**src/lph_pkg.sv**
```systemverilog
// ----------------------------------------------------------------------------
// lph_pkg: shared types and constants for the linear-probe hash table
// Table geometry, command and status codes, request, response and slot
// layouts, and the write-port bundle of the slot memory.
// ----------------------------------------------------------------------------
package lph_pkg;

   // Table geometry
   localparam int CAPACITY = 64;
   localparam int SLOT_W   = $clog2(CAPACITY);
   localparam int COUNT_W  = $clog2(CAPACITY + 1);
   localparam bit IS_POW2  = ((CAPACITY & (CAPACITY - 1)) == 0);

   // Field widths
   localparam int CMD_W    = 2;
   localparam int STATUS_W = 2;
   localparam int KEY_W    = 64;
   localparam int HASH_W   = 32;
   localparam int VALUE_W  = 32;

   // Home slot for a non power-of-two table: quotient = (hash * RECIP_M) >> shift
   // with RECIP_M = ceil(2^(HASH_W + RECIP_SH) / CAPACITY), exact for every hash
   localparam int              RECIP_SH = SLOT_W;
   localparam int              PROD_W   = 2 * HASH_W + 1;
   localparam logic [HASH_W:0] RECIP_M  =
      (HASH_W + 1)'(((longint'(1) << (HASH_W + RECIP_SH)) + longint'(CAPACITY) - 1)
                    / longint'(CAPACITY));

   // Load limit: refuse new keys once (live + tombstones) * 4 >= CAPACITY * 3
   localparam int LOAD_SHIFT = 2;
   localparam int LOAD_LIMIT = CAPACITY * 3;
   localparam int LOAD_W     = COUNT_W + 1 + LOAD_SHIFT;

   // Command codes
   localparam logic [CMD_W-1:0] CMD_LOOKUP = 2'd0;
   localparam logic [CMD_W-1:0] CMD_INSERT = 2'd1;
   localparam logic [CMD_W-1:0] CMD_REMOVE = 2'd2;

   // Status codes
   localparam logic [STATUS_W-1:0] STATUS_OK   = 2'd0;
   localparam logic [STATUS_W-1:0] STATUS_MISS = 2'd1;
   localparam logic [STATUS_W-1:0] STATUS_FULL = 2'd2;

   typedef struct packed {
      logic [CMD_W-1:0]   command;
      logic [KEY_W-1:0]   key;
      logic [HASH_W-1:0]  key_hash;
      logic [VALUE_W-1:0] value;
   } req_type;

   typedef struct packed {
      logic                found;
      logic [VALUE_W-1:0]  value_out;
      logic [STATUS_W-1:0] status;
      logic [COUNT_W-1:0]  live_count;
   } rsp_type;

   typedef struct packed {
      logic               used;
      logic               tomb;
      logic [KEY_W-1:0]   key;
      logic [HASH_W-1:0]  hash;
      logic [VALUE_W-1:0] value;
   } slot_type;

   typedef struct packed {
      logic              en;
      logic [SLOT_W-1:0] addr;
      slot_type          data;
   } slot_wr_type;

endpackage

```
**src/lph_seq.sv**
```systemverilog
// ----------------------------------------------------------------------------
// lph_seq: probe sequencer of the hash table
// Clears the store after reset, reduces the hash to a home slot, walks the
// probe chain one slot per cycle through the shared key compare, then
// applies the command and updates the live and tombstone counts.
// ----------------------------------------------------------------------------
module lph_seq (
   input  logic                        clock,
   input  logic                        reset,
   input  logic                        start,
   input  lph_pkg::req_type            req_data,
   output logic                        busy,
   output lph_pkg::slot_wr_type        slot_wr,
   output logic [lph_pkg::SLOT_W-1:0]  slot_rd_addr,
   input  lph_pkg::slot_type           slot_rd_data,
   output logic                        res_valid,
   output lph_pkg::rsp_type            res_data
);
   import lph_pkg::*;

   localparam logic [2:0] ST_CLEAR = 3'd0;
   localparam logic [2:0] ST_IDLE  = 3'd1;
   localparam logic [2:0] ST_HOME  = 3'd2;
   localparam logic [2:0] ST_READ  = 3'd3;
   localparam logic [2:0] ST_CHECK = 3'd4;
   localparam logic [2:0] ST_APPLY = 3'd5;

   localparam logic [SLOT_W-1:0]  LAST_SLOT = SLOT_W'(CAPACITY - 1);
   localparam logic [COUNT_W-1:0] PROBE_MAX = COUNT_W'(CAPACITY);
   localparam logic [HASH_W-1:0]  CAP_HASH  = HASH_W'(CAPACITY);

   logic [2:0]          state_ff, state_in;
   logic [SLOT_W-1:0]   clr_ff, clr_in;
   req_type             req_ff, req_in;
   logic [SLOT_W-1:0]   idx_ff, idx_in;
   logic [COUNT_W-1:0]  probes_ff, probes_in;
   logic [SLOT_W-1:0]   ft_ff, ft_in;
   logic                ft_vld_ff, ft_vld_in;
   logic                hit_ff, hit_in;
   logic [SLOT_W-1:0]   tgt_ff, tgt_in;
   logic                tgt_vld_ff, tgt_vld_in;
   logic                tgt_tomb_ff, tgt_tomb_in;
   logic [VALUE_W-1:0]  hit_val_ff, hit_val_in;
   logic [PROD_W-1:0]   prod_ff, prod_in;
   logic [COUNT_W-1:0]  entry_ff, entry_in;
   logic [COUNT_W-1:0]  tomb_ff, tomb_in;

   logic [HASH_W-1:0]   quot;
   logic [HASH_W-1:0]   home_rem;
   logic [SLOT_W-1:0]   idx_next;
   logic [COUNT_W-1:0]  probes_next;
   logic                key_match;
   logic                slot_empty;
   logic [SLOT_W-1:0]   ft_upd;
   logic                ft_vld_upd;
   logic [LOAD_W-1:0]   load_sum;
   logic                load_full;

   // shared compare and helpers
   assign key_match  = (slot_rd_data.hash == req_ff.key_hash) &&
                       (slot_rd_data.key == req_ff.key);
   assign slot_empty = !slot_rd_data.used && !slot_rd_data.tomb;
   assign idx_next   = (idx_ff == LAST_SLOT) ? '0 : idx_ff + 1'b1;
   assign probes_next = probes_ff + 1'b1;
   assign ft_vld_upd = ft_vld_ff || slot_rd_data.tomb;
   assign ft_upd     = ft_vld_ff ? ft_ff : idx_ff;

   // hash mod CAPACITY from the registered reciprocal product
   assign quot     = HASH_W'(prod_ff >> (HASH_W + RECIP_SH));
   assign home_rem = req_ff.key_hash - quot * CAP_HASH;

   // occupancy check for new keys
   assign load_sum  = LOAD_W'({1'b0, entry_ff} + {1'b0, tomb_ff}) << LOAD_SHIFT;
   assign load_full = load_sum >= LOAD_W'(LOAD_LIMIT);

   assign busy = (state_ff != ST_IDLE);

   // sequencer
   always_comb begin
      state_in    = state_ff;
      clr_in      = clr_ff;
      req_in      = req_ff;
      idx_in      = idx_ff;
      probes_in   = probes_ff;
      ft_in       = ft_ff;
      ft_vld_in   = ft_vld_ff;
      hit_in      = hit_ff;
      tgt_in      = tgt_ff;
      tgt_vld_in  = tgt_vld_ff;
      tgt_tomb_in = tgt_tomb_ff;
      hit_val_in  = hit_val_ff;
      prod_in     = prod_ff;
      entry_in    = entry_ff;
      tomb_in     = tomb_ff;
      slot_rd_addr = idx_ff;
      slot_wr.en   = 1'b0;
      slot_wr.addr = tgt_ff;
      slot_wr.data = '{used: 1'b0, tomb: 1'b0, key: req_ff.key,
                       hash: req_ff.key_hash, value: req_ff.value};
      res_valid    = 1'b0;
      res_data     = '{found: hit_ff, value_out: '0, status: STATUS_OK,
                       live_count: entry_ff};

      unique case (state_ff)
         ST_CLEAR: begin
            slot_wr.en   = 1'b1;
            slot_wr.addr = clr_ff;
            slot_wr.data = '0;
            clr_in       = clr_ff + 1'b1;
            if (clr_ff == LAST_SLOT) begin
               state_in = ST_IDLE;
            end
         end
         ST_IDLE: begin
            if (start) begin
               req_in    = req_data;
               probes_in = '0;
               ft_vld_in = 1'b0;
               prod_in   = req_data.key_hash * RECIP_M;
               if (IS_POW2) begin
                  idx_in   = req_data.key_hash[SLOT_W-1:0];
                  state_in = ST_READ;
               end else begin
                  state_in = ST_HOME;
               end
            end
         end
         ST_HOME: begin
            idx_in   = home_rem[SLOT_W-1:0];
            state_in = ST_READ;
         end
         ST_READ: begin
            state_in = ST_CHECK;
         end
         ST_CHECK: begin
            // next slot is fetched while this one is judged
            slot_rd_addr = idx_next;
            ft_in        = ft_upd;
            ft_vld_in    = ft_vld_upd;
            if (slot_empty) begin
               hit_in      = 1'b0;
               tgt_in      = ft_upd;
               tgt_vld_in  = 1'b1;
               tgt_tomb_in = ft_vld_ff;
               state_in    = ST_APPLY;
            end else if (!slot_rd_data.tomb && key_match) begin
               hit_in      = 1'b1;
               hit_val_in  = slot_rd_data.value;
               tgt_in      = idx_ff;
               tgt_vld_in  = 1'b1;
               tgt_tomb_in = 1'b0;
               state_in    = ST_APPLY;
            end else if (probes_next == PROBE_MAX) begin
               // whole table walked without an empty slot
               hit_in      = 1'b0;
               tgt_in      = ft_upd;
               tgt_vld_in  = ft_vld_upd;
               tgt_tomb_in = 1'b1;
               state_in    = ST_APPLY;
            end else begin
               idx_in    = idx_next;
               probes_in = probes_next;
            end
         end
         ST_APPLY: begin
            res_valid = 1'b1;
            state_in  = ST_IDLE;
            case (req_ff.command)
               CMD_INSERT: begin
                  if (hit_ff) begin
                     slot_wr.en        = 1'b1;
                     slot_wr.data.used = 1'b1;
                  end else if (load_full || !tgt_vld_ff) begin
                     res_data.status = STATUS_FULL;
                  end else begin
                     slot_wr.en        = 1'b1;
                     slot_wr.data.used = 1'b1;
                     entry_in          = entry_ff + 1'b1;
                     if (tgt_tomb_ff) begin
                        tomb_in = tomb_ff - 1'b1;
                     end
                  end
               end
               CMD_REMOVE: begin
                  if (hit_ff) begin
                     slot_wr.en        = 1'b1;
                     slot_wr.data.tomb = 1'b1;
                     entry_in          = entry_ff - 1'b1;
                     tomb_in           = tomb_ff + 1'b1;
                  end else begin
                     res_data.status = STATUS_MISS;
                  end
               end
               default: begin
                  // lookup; the unused command code behaves the same
                  if (hit_ff) begin
                     res_data.value_out = hit_val_ff;
                  end else begin
                     res_data.status = STATUS_MISS;
                  end
               end
            endcase
            res_data.live_count = entry_in;
         end
         default: begin
            state_in = ST_IDLE;
         end
      endcase
   end

   // control registers
   always_ff @(posedge clock) begin
      if (reset) begin
         state_ff <= ST_CLEAR;
         clr_ff   <= '0;
         entry_ff <= '0;
         tomb_ff  <= '0;
      end else begin
         state_ff <= state_in;
         clr_ff   <= clr_in;
         entry_ff <= entry_in;
         tomb_ff  <= tomb_in;
      end
   end

   // working registers of the current item
   always_ff @(posedge clock) begin
      req_ff      <= req_in;
      idx_ff      <= idx_in;
      probes_ff   <= probes_in;
      ft_ff       <= ft_in;
      ft_vld_ff   <= ft_vld_in;
      hit_ff      <= hit_in;
      tgt_ff      <= tgt_in;
      tgt_vld_ff  <= tgt_vld_in;
      tgt_tomb_ff <= tgt_tomb_in;
      hit_val_ff  <= hit_val_in;
      prod_ff     <= prod_in;
   end

endmodule

```
**config.mk**
```make
export PLATFORM = sky130hd
export DESIGN_NAME = lph_seq
export DESIGN_NICKNAME = d
export VERILOG_FILES = /design/src/lph_pkg.sv /design/src/lph_seq.sv
export SDC_FILE = /design/constraint.sdc
export NUM_CORES = 1
export LEC_CHECK = 0
export BUFFER_PORTS_ARGS = -buffer_cell sky130_fd_sc_hd__buf_2
export CAP_MARGIN = 20
export CORE_MARGIN = 1
export CORE_UTILIZATION = 35
export DETAILED_ROUTE_END_ITERATION = 6
export SYNTH_ARGS = -nofsm -noshare
export SYNTH_HDL_FRONTEND = slang
export SYNTH_SLANG_ARGS = --single-unit
```
**constraint.sdc**
```tcl
create_clock -name clock -period 5.95 [get_ports clock]
set_clock_uncertainty 0.1 [all_clocks]
set_input_delay 0.8925 -clock clock [delete_from_list [all_inputs] [get_ports clock]]
set_output_delay 0.8925 -clock clock [all_outputs]
set_load 0.01 [all_outputs]
```
==> run_results.csv, run 1 <==
group,metric,value,unit
critical_path,cp.arrival,3.47,ns
min_path,min-delay-start,"clr_ff[1]$_SDFFE_PP0P_",
run_status,status,"completed",
timing,finalHoldViolations,0,
placement,port-buffer-count,449,
power_and_ir_drop,leakage,6.272,nW
finish,layout.nets,1629,
placement,placement.setup.worst_slack,1.797,ns
synthesis,post-synth-top-count-cell,"sky130_fd_sc_hd__edfxtp_1",
global_route,grt_start_max_net_pins,122,
synthesis,yosys.cell_types.count,67,
job,drv_cap,0,
synthesis,post_synth_top_area_share,0.5418,
route,routed_via_density,4.811,
floorplan,die_w,175.9,um
cts,numClockSinks,214,
critical_path,setup.worst_path.class,"reg2out",
floorplan,io_pins,450,
global_route,vias_in_the_first_global_route,8328,
critical_path,rr_worst_depth,6,
critical_path,regToRegEndpoint,"tgt_ff[5]$_DFFE_PP_",
route,route.detailed.drc,0,
synthesis,syn-num-nets,1178,
cts,cts-root-buf,"sky130_fd_sc_hd__clkbuf_16",
synthesis,main_flop_type_after_synthesis,"sky130_fd_sc_hd__edfxtp_1",
route,first_iter_violations,468,
min_path,holdPathStages,2,
cts,cts_tree,"done",
placement,dp.final_hpwl,26530,um
timing,grt_setup_unrepaired,"no",
power_and_ir_drop,powerDensity,235.6,nW/um^2
floorplan,die_area,30940,sq um
synthesis,synth_common_cells,"sky130_fd_sc_hd__edfxtp_1, sky130_fd_sc_hd__and2_1, sky130_fd_sc_hd__nor2_1",
floorplan,fp.coreArea,29720,sq um
global_route,grtUsageTotal,0.2113,
cts,gates_resized_cts_repair,0,
synthesis,ys_warn_count,0,
synthesis,synth-edff-count,191,
finish,final_core_utilization,0.4752,
cts,clock_tree.htree_level_count,1,
cts,cts_made_buffers,26,
timing,layout_min_cycle_time,4.466,ns
floorplan,row_count,63,
cts,clk_latency,0.54,ns
critical_path,critical_path.max_fanout,8,
synthesis,netlist_top_cells_area,"sky130_fd_sc_hd__edfxtp_1, sky130_fd_sc_hd__and2_1, sky130_fd_sc_hd__dfxtp_1, sky130_fd_sc_hd__xor2_1, sky130_fd_sc_hd__xnor2_1",
timing,final_worst_path_period_share,0.7506,
route,drtAntennaViolNets,0,
timing,finalMaxSlewViolations,0,
critical_path,delay_of_the_slowest_cell_on_the_worst_path,0.48,ns
finish,syn2layout_area_growth,33.40,%
global_route,overflow,0,
timing,fmax,0.2239,GHz
critical_path,path_buf_inv,2,
route,number_of_iterations_in_the_first_detailed_routing_pass,5,
synthesis,cells_after_synth,894,
critical_path,cp_data_required_time,4.96,ns
synthesis,yosysTopAreaCell,"sky130_fd_sc_hd__edfxtp_1",
cts,post_cts_buffers,0,
min_path,worstHoldEndpoint,"clr_ff[1]$_SDFFE_PP0P_",
global_route,grt_first_pass_wirelength,49090,um
finish,final_layout_size_suffix_gt1_frac,0.3853,
timing,final_critical_path_setup_slack,1.484,ns
synthesis,post_synth.cell_area_avg,11.84,sq um
min_path,type_of_the_most_critical_hold_path,"reg2reg",
floorplan,die_h,175.9,um
cts,worst_path_clk_slew,0.06,ns
placement,gp_congestion,0.9007,
critical_path,crit_path_start_kind,"flop",
timing,worst_pin_slew,0.8726,ns
route,finalWirelength,33730,um
synthesis,synthArstFlopShare,0,
critical_path,critical-path-slowest-cell,"sky130_fd_sc_hd__a31oi_2",
timing,setup_violations,0,
route,wl_per_cell,19.12,um
synthesis,synth_seq_area_share,0.5853,
timing,fin_tns_setup,0,ns
timing,timing.max_slew.rel_slack,0.4183,
synthesis,mappedNetlistArea,10590,sq um
cts,post_cts_hold_fix_bufs,0,
global_route,antenna_found_initial,14,
route,vias,8486,
synthesis,count_of_state_elements_after_synthesis,214,
critical_path,crit_chain,"ha_1 -> inv_1 -> fa_1 -> nand3b_1 -> a21boi_0 -> o21ai_0 -> a31oi_2 -> nand2_1 -> and3_1 -> or3_1 -> buf_2",
critical_path,cell_class_contributing_the_biggest_share_of_worst_path_delay,"simple AND/OR/NAND/NOR gates",
critical_path,startpoint_of_the_worst_register_to_register_path,"req_ff[120]$_DFFE_PP_",
critical_path,worstSetupEndpointType,"output pin",
critical_path,setup.reg_to_reg.worst_slack,2.40,ns
cts,clk_path_buf_depth,3,
power_and_ir_drop,vdd_ir_drop_max,0.2369,mV
floorplan,start_util,0.3562,
==> metrics by stage <==
stage	hold WS (ns)	total power, mW	area [sq um]	cells
after floorplan	0.3663	1.710	10590	894
after global placement	0.3739	1.814	13240	1706
after detailed placement	0.3860	1.817	13240	1706
after CTS	0.3956	3.371	14070	1754
after global routing	0.4070	3.429	14110	1759
final	0.3913	3.327	14120	1764
==> power by group <==
group	internal [mW]	total (mW)	switching [mW]
Sequential	1.63	1.64	0.00217
Clock	0.913	1.54	0.630
Combinational	0.0869	0.149	0.0618
Total	2.63	3.33	0.694
==> logic make-up after synthesis <==
family          count (synthesis)  synth area share
compound gates                103           0.07234
xor+xnor                       73           0.06040
fa+ha+maj                      22           0.02719
buf+inv                        70           0.02589
flops                         214            0.5853
mux                            19           0.02163
simple gates                  393            0.2072
==> how the worst max path moves through the flow <==
stage	start	endpoint	slack (ns)	depth (start not counted)
floorplan	slot_rd_data[83]	hit_val_ff[0]$_DFFE_PP_	0.54	7
global placement	slot_rd_data[120]	tgt_ff[0]$_DFFE_PP_	1.81	7
detailed placement	slot_rd_data[110]	tgt_ff[5]$_DFFE_PP_	1.80	7
CTS	entry_ff[0]$_SDFFE_PP0P_	res_data[2]	1.48	11
global route	entry_ff[0]$_SDFFE_PP0P_	res_data[2]	1.22	11
finish	entry_ff[0]$_SDFFE_PP0P_	res_data[2]	1.48	11
==> metal layers <==
layer  track usage  vias to the layer above  part of all wire
met5             0                        -            0.0019
met4       0.07355                       12             0.032
met3       0.05801                       66             0.074
met2        0.3803                      317              0.51
met1        0.2384                     3991              0.38
li1              -                     4100                 -
==> registers in the layout, summed over array words and instances, names as in the netlist <==
name and count:
req_ff 98, hit_val_ff 32, prod_ff 32, entry_ff 7, probes_ff 7, tomb_ff 7, clr_ff 6, ft_ff 6
idx_ff 6, tgt_ff 6, state_ff 3, ft_vld_ff 1, hit_ff 1, tgt_tomb_ff 1, tgt_vld_ff 1
==> layout by cell type, fill, tap and decap left out, types with 4 or more instances in the layout <==
| master | count |
|---|---|
| sky130_fd_sc_hd__a2111oi_2 | 5 |
| sky130_fd_sc_hd__or3_1 | 8 |
| sky130_fd_sc_hd__nor2b_1 | 27 |
| sky130_fd_sc_hd__a21oi_1 | 24 |
| sky130_fd_sc_hd__mux2i_1 | 6 |
| sky130_fd_sc_hd__clkinv_2 | 8 |
| sky130_fd_sc_hd__o21ai_0 | 15 |
| sky130_fd_sc_hd__edfxtp_1 | 191 |
| sky130_fd_sc_hd__nand2_1 | 53 |
| sky130_fd_sc_hd__clkbuf_1 | 4 |
| sky130_fd_sc_hd__nand3_1 | 20 |
| sky130_fd_sc_hd__buf_2 | 449 |
| sky130_fd_sc_hd__inv_1 | 38 |
| sky130_fd_sc_hd__nor4_1 | 12 |
| sky130_fd_sc_hd__xnor2_1 | 36 |
| sky130_fd_sc_hd__o22ai_1 | 8 |
| sky130_fd_sc_hd__a21o_1 | 6 |
| sky130_fd_sc_hd__and2_1 | 147 |
| sky130_fd_sc_hd__mux2_2 | 7 |
| sky130_fd_sc_hd__nor3_1 | 11 |
| sky130_fd_sc_hd__mux2_4 | 6 |
| sky130_fd_sc_hd__dfxtp_1 | 23 |
| sky130_fd_sc_hd__nand2b_1 | 20 |
| sky130_fd_sc_hd__ha_1 | 19 |
| sky130_fd_sc_hd__clkbuf_16 | 27 |
| sky130_fd_sc_hd__diode_2 | 9 |
| sky130_fd_sc_hd__nor2_1 | 54 |
| sky130_fd_sc_hd__a31oi_1 | 4 |
| sky130_fd_sc_hd__nand4_1 | 15 |
| sky130_fd_sc_hd__clkinvlp_4 | 4 |
| sky130_fd_sc_hd__o2111ai_1 | 4 |
| sky130_fd_sc_hd__and3_1 | 8 |
| sky130_fd_sc_hd__xor2_1 | 37 |
==> area by class of cell <==
type	count	area, sq um
Fill cell	2827	15600
Sequential cell	214	6196
Multi-Input combinational cell	610	4130
Timing Repair Buffer	453	2297
Clock buffer	31	690.7
Tap cell	390	488.0
Inverter	40	155.1
Clock inverter	17	141.4
Antenna cell	9	22.52
==> tightest hold or removal path: cells and delay by family (launching register included) <==
kind	cells	cell delay (ns)
compound gates	1	0.05
flops	1	0.33
simple gates	1	0.06
No activity file was read; power rests on OpenSTA's default activity.
==> run 2: changes to the inputs <==
- ABC_AREA: not set -> 1
- clock period: 5.95 -> 4.58 ns (I/O delays scaled with it)
==> run 2 against run 1 <==
Cell count rose by 25%; via count is 19% higher; die area rose by 5.3%; power grew 31%; combinational power increased by 31%; setup slack got worse by 0.56 ns; synthesized cell count increased by 49%; count of clock-buffer cells in the layout unchanged; first-iteration DRC count rose by 12%; critical path depth decreased by 5; utilization is 0.094 points lower.
==> run_results.csv, run 2 <==
group,metric,value,unit
cts,clk_latency,0.53,ns
synthesis,post_synth_top_area_share,0.5142,
synthesis,synth_common_cells,"sky130_fd_sc_hd__nand2_1, sky130_fd_sc_hd__nor2_1, sky130_fd_sc_hd__inv_1",
finish,top_regs,"req_ff: 98 flops, hit_val_ff: 32 flops, prod_ff: 32 flops",
synthesis,synthArstFlopShare,0,
finish,most_frequent_standard_cell_in_the_layout_excluding_fill_and_tap_cells,"sky130_fd_sc_hd__buf_2",
floorplan,start_util,0.3599,
timing,fin_tns_setup,0,ns
cts,cts_made_buffers,27,
timing,finalHoldViolations,0,
critical_path,worstSetupEndpointType,"output pin",
finish,syn2layout_area_growth,31.77,%
run_status,status,"completed",
route,drtAntennaViolNets,0,
power_and_ir_drop,finalPower,4.346,mW
cts,gates_resized_cts_repair,0,
timing,worst_pin_slew,1.006,ns
critical_path,critical-path-slowest-cell,"sky130_fd_sc_hd__inv_4",
finish,layout.nets,2065,
finish,largest_register_ff_count,98,
timing,timing.max_slew.rel_slack,0.3278,
route,first_iter_violations,523,
route,routed_via_density,4.566,
power_and_ir_drop,powerDensity,295.7,nW/um^2
floorplan,fp.coreArea,30990,sq um
cts,post_cts_buffers,0,
timing,finalMaxSlewViolations,0,
power_and_ir_drop,leakage,7.463,nW
timing,final_worst_path_period_share,0.7983,
floorplan,row_count,64,
critical_path,cp_data_required_time,3.79,ns
timing,setup_violations,0,
critical_path,critical_path.max_fanout,70,
critical_path,cp.arrival,2.87,ns
synthesis,synth_seq_area_share,0.5555,
floorplan,die_w,180.5,um
placement,port-buffer-count,449,
critical_path,delay_of_the_slowest_cell_on_the_worst_path,0.73,ns
floorplan,io_pins,450,
floorplan,die_h,180.5,um
placement,gp_congestion,0.9201,
cts,clk_path_buf_depth,3,
synthesis,yosysTopAreaCell,"sky130_fd_sc_hd__edfxtp_1",
global_route,vias_in_the_first_global_route,9819,
finish,final_layout_size_suffix_gt1_frac,0.2894,
synthesis,ys_warn_count,0,
critical_path,crit_top_cell,"sky130_fd_sc_hd__nor2_1",
cts,worst_path_clk_slew,0.06,ns
synthesis,post_synth.cell_area_avg,8.398,sq um
global_route,antenna_found_initial,16,
synthesis,mappedNetlistArea,11150,sq um
critical_path,crit_path_start_kind,"flop",
finish,registers.top_by_ff_count,"req_ff",
power_and_ir_drop,vdd_ir_drop_max,0.2486,mV
synthesis,netlist_top_cells_area,"sky130_fd_sc_hd__edfxtp_1, sky130_fd_sc_hd__nand2_1, sky130_fd_sc_hd__nor2_1, sky130_fd_sc_hd__inv_1, sky130_fd_sc_hd__dfxtp_1",
route,vias,10072,
global_route,overflow,0,
cts,post_cts_hold_fix_bufs,0,
synthesis,post-synth-top-count-cell,"sky130_fd_sc_hd__nand2_1",
synthesis,syn-num-nets,1612,
route,wl_per_cell,15.83,um
finish,fillerInstances,3069,
finish,commonest_cells_after_routing_fill_and_taps_aside,"sky130_fd_sc_hd__buf_2, sky130_fd_sc_hd__nand2_1, sky130_fd_sc_hd__nor2_1, sky130_fd_sc_hd__inv_1, sky130_fd_sc_hd__edfxtp_1",
cts,cts-root-buf,"sky130_fd_sc_hd__clkbuf_16",
global_route,grtUsageTotal,0.2092,
route,number_of_iterations_in_the_first_detailed_routing_pass,5,
timing,fmax,0.2735,GHz
cts,cts_tree,"done",
global_route,grt_start_max_net_pins,71,
placement,dp.final_hpwl,27640,um
critical_path,crit_chain,"nor2_1 -> nand2_1 -> inv_4 -> buf_4 -> nor2_1 -> buf_2",
synthesis,yosys.cell_types.count,36,
min_path,type_of_the_most_critical_hold_path,"in2reg",
global_route,grt_first_pass_wirelength,52640,um
cts,clock_tree.htree_level_count,1,
critical_path,setup.worst_path.class,"reg2out",
synthesis,synth-edff-count,191,
floorplan,die_area,32580,sq um
timing,layout_min_cycle_time,3.656,ns
route,route.detailed.drc,0,
synthesis,count_of_state_elements_after_synthesis,214,
job,drv_cap,0,
route,finalWirelength,34930,um
timing,grt_setup_unrepaired,"no",
synthesis,main_flop_type_after_synthesis,"sky130_fd_sc_hd__edfxtp_1",
cts,numClockSinks,214,
synthesis,cells_after_synth,1328,
## run 2: area by class of cell
| class | count | area (sq um) | area share |
|---|---|---|---|
| multi-input combinational | 835 | 3906 | 0.2658 |
| inverter | 247 | 929.6 | 0.06326 |
| sequential | 214 | 6196 | 0.4216 |
| antenna | 10 | 25.02 | 0.001703 |
| clock buffer | 31 | 690.7 | 0.04699 |
| timing repair buffer | 456 | 2312 | 0.1573 |
| clock inverter | 17 | 141.4 | 0.009620 |
| tap | 396 | 495.5 | 0.03371 |
## run 2: layer usage
metal  wire (um)  global-route usage  part of all wire  vias up
li1            -                   -                 -     5089
met5          78                   0            0.0022        -
met4        1431             0.09368             0.041       12
met1       13730              0.2320              0.39     4577
met3        2450             0.06306             0.070       91
met2       17230              0.3685              0.49      303
## run 2: through the flow
stage | setup WS [ns] | area (sq um) | hold slack, ns | std cells | utilization
2_1_floorplan | 1.054 | 11160 | 0.3552 | 1328 | -
3_3_place_gp | 1.523 | 13840 | 0.3671 | 2148 | 0.4466
3_5_place_dp | 1.452 | 13840 | 0.3793 | 2148 | 0.4466
4_1_cts | 0.8880 | 14670 | 0.1958 | 2196 | 0.4734
5_1_grt | 0.6067 | 14680 | 0.2009 | 2201 | 0.4738
6_report | 0.9237 | 14700 | 0.2276 | 2206 | 0.4742
## run 2: cells by family after synthesis
logic type / share of synthesized area
adder cells (fa/ha/maj): 0.02490
XOR/XNOR: 0.03220
buffers and inverters: 0.09513
AO/OA/AOI/OAI: 0.04813
flip-flops: 0.5555
AND/OR/NAND/NOR: 0.2441
## run 2: worst paths after layout
check                                 from  slack [ns]  cells past startpoint                       to
setup reg to reg     req_ff[128]$_DFFE_PP_        1.83                     11  tomb_ff[6]$_SDFFE_PP0P_
hold reg to reg     clr_ff[1]$_SDFFE_PP0P_        0.39                      2   clr_ff[1]$_SDFFE_PP0P_
setup / recovery  state_ff[1]$_SDFFE_PP0P_        0.92                      6              slot_wr[11]
hold / removal                req_data[12]        0.23                      1     req_ff[12]$_DFFE_PP_
## run 2: power by group
group	switching (mW)	internal, mW
registers	0.00188	2.12
clock network	0.839	1.19
logic	0.0868	0.108
total	0.928	3.42
## run 2: worst max-delay path: cells and delay by family (launching register included)
kind                   cells  cell delay (ns)
buffers and inverters      3             1.27
flip-flops                 1             0.36
AND/OR/NAND/NOR            3             0.63
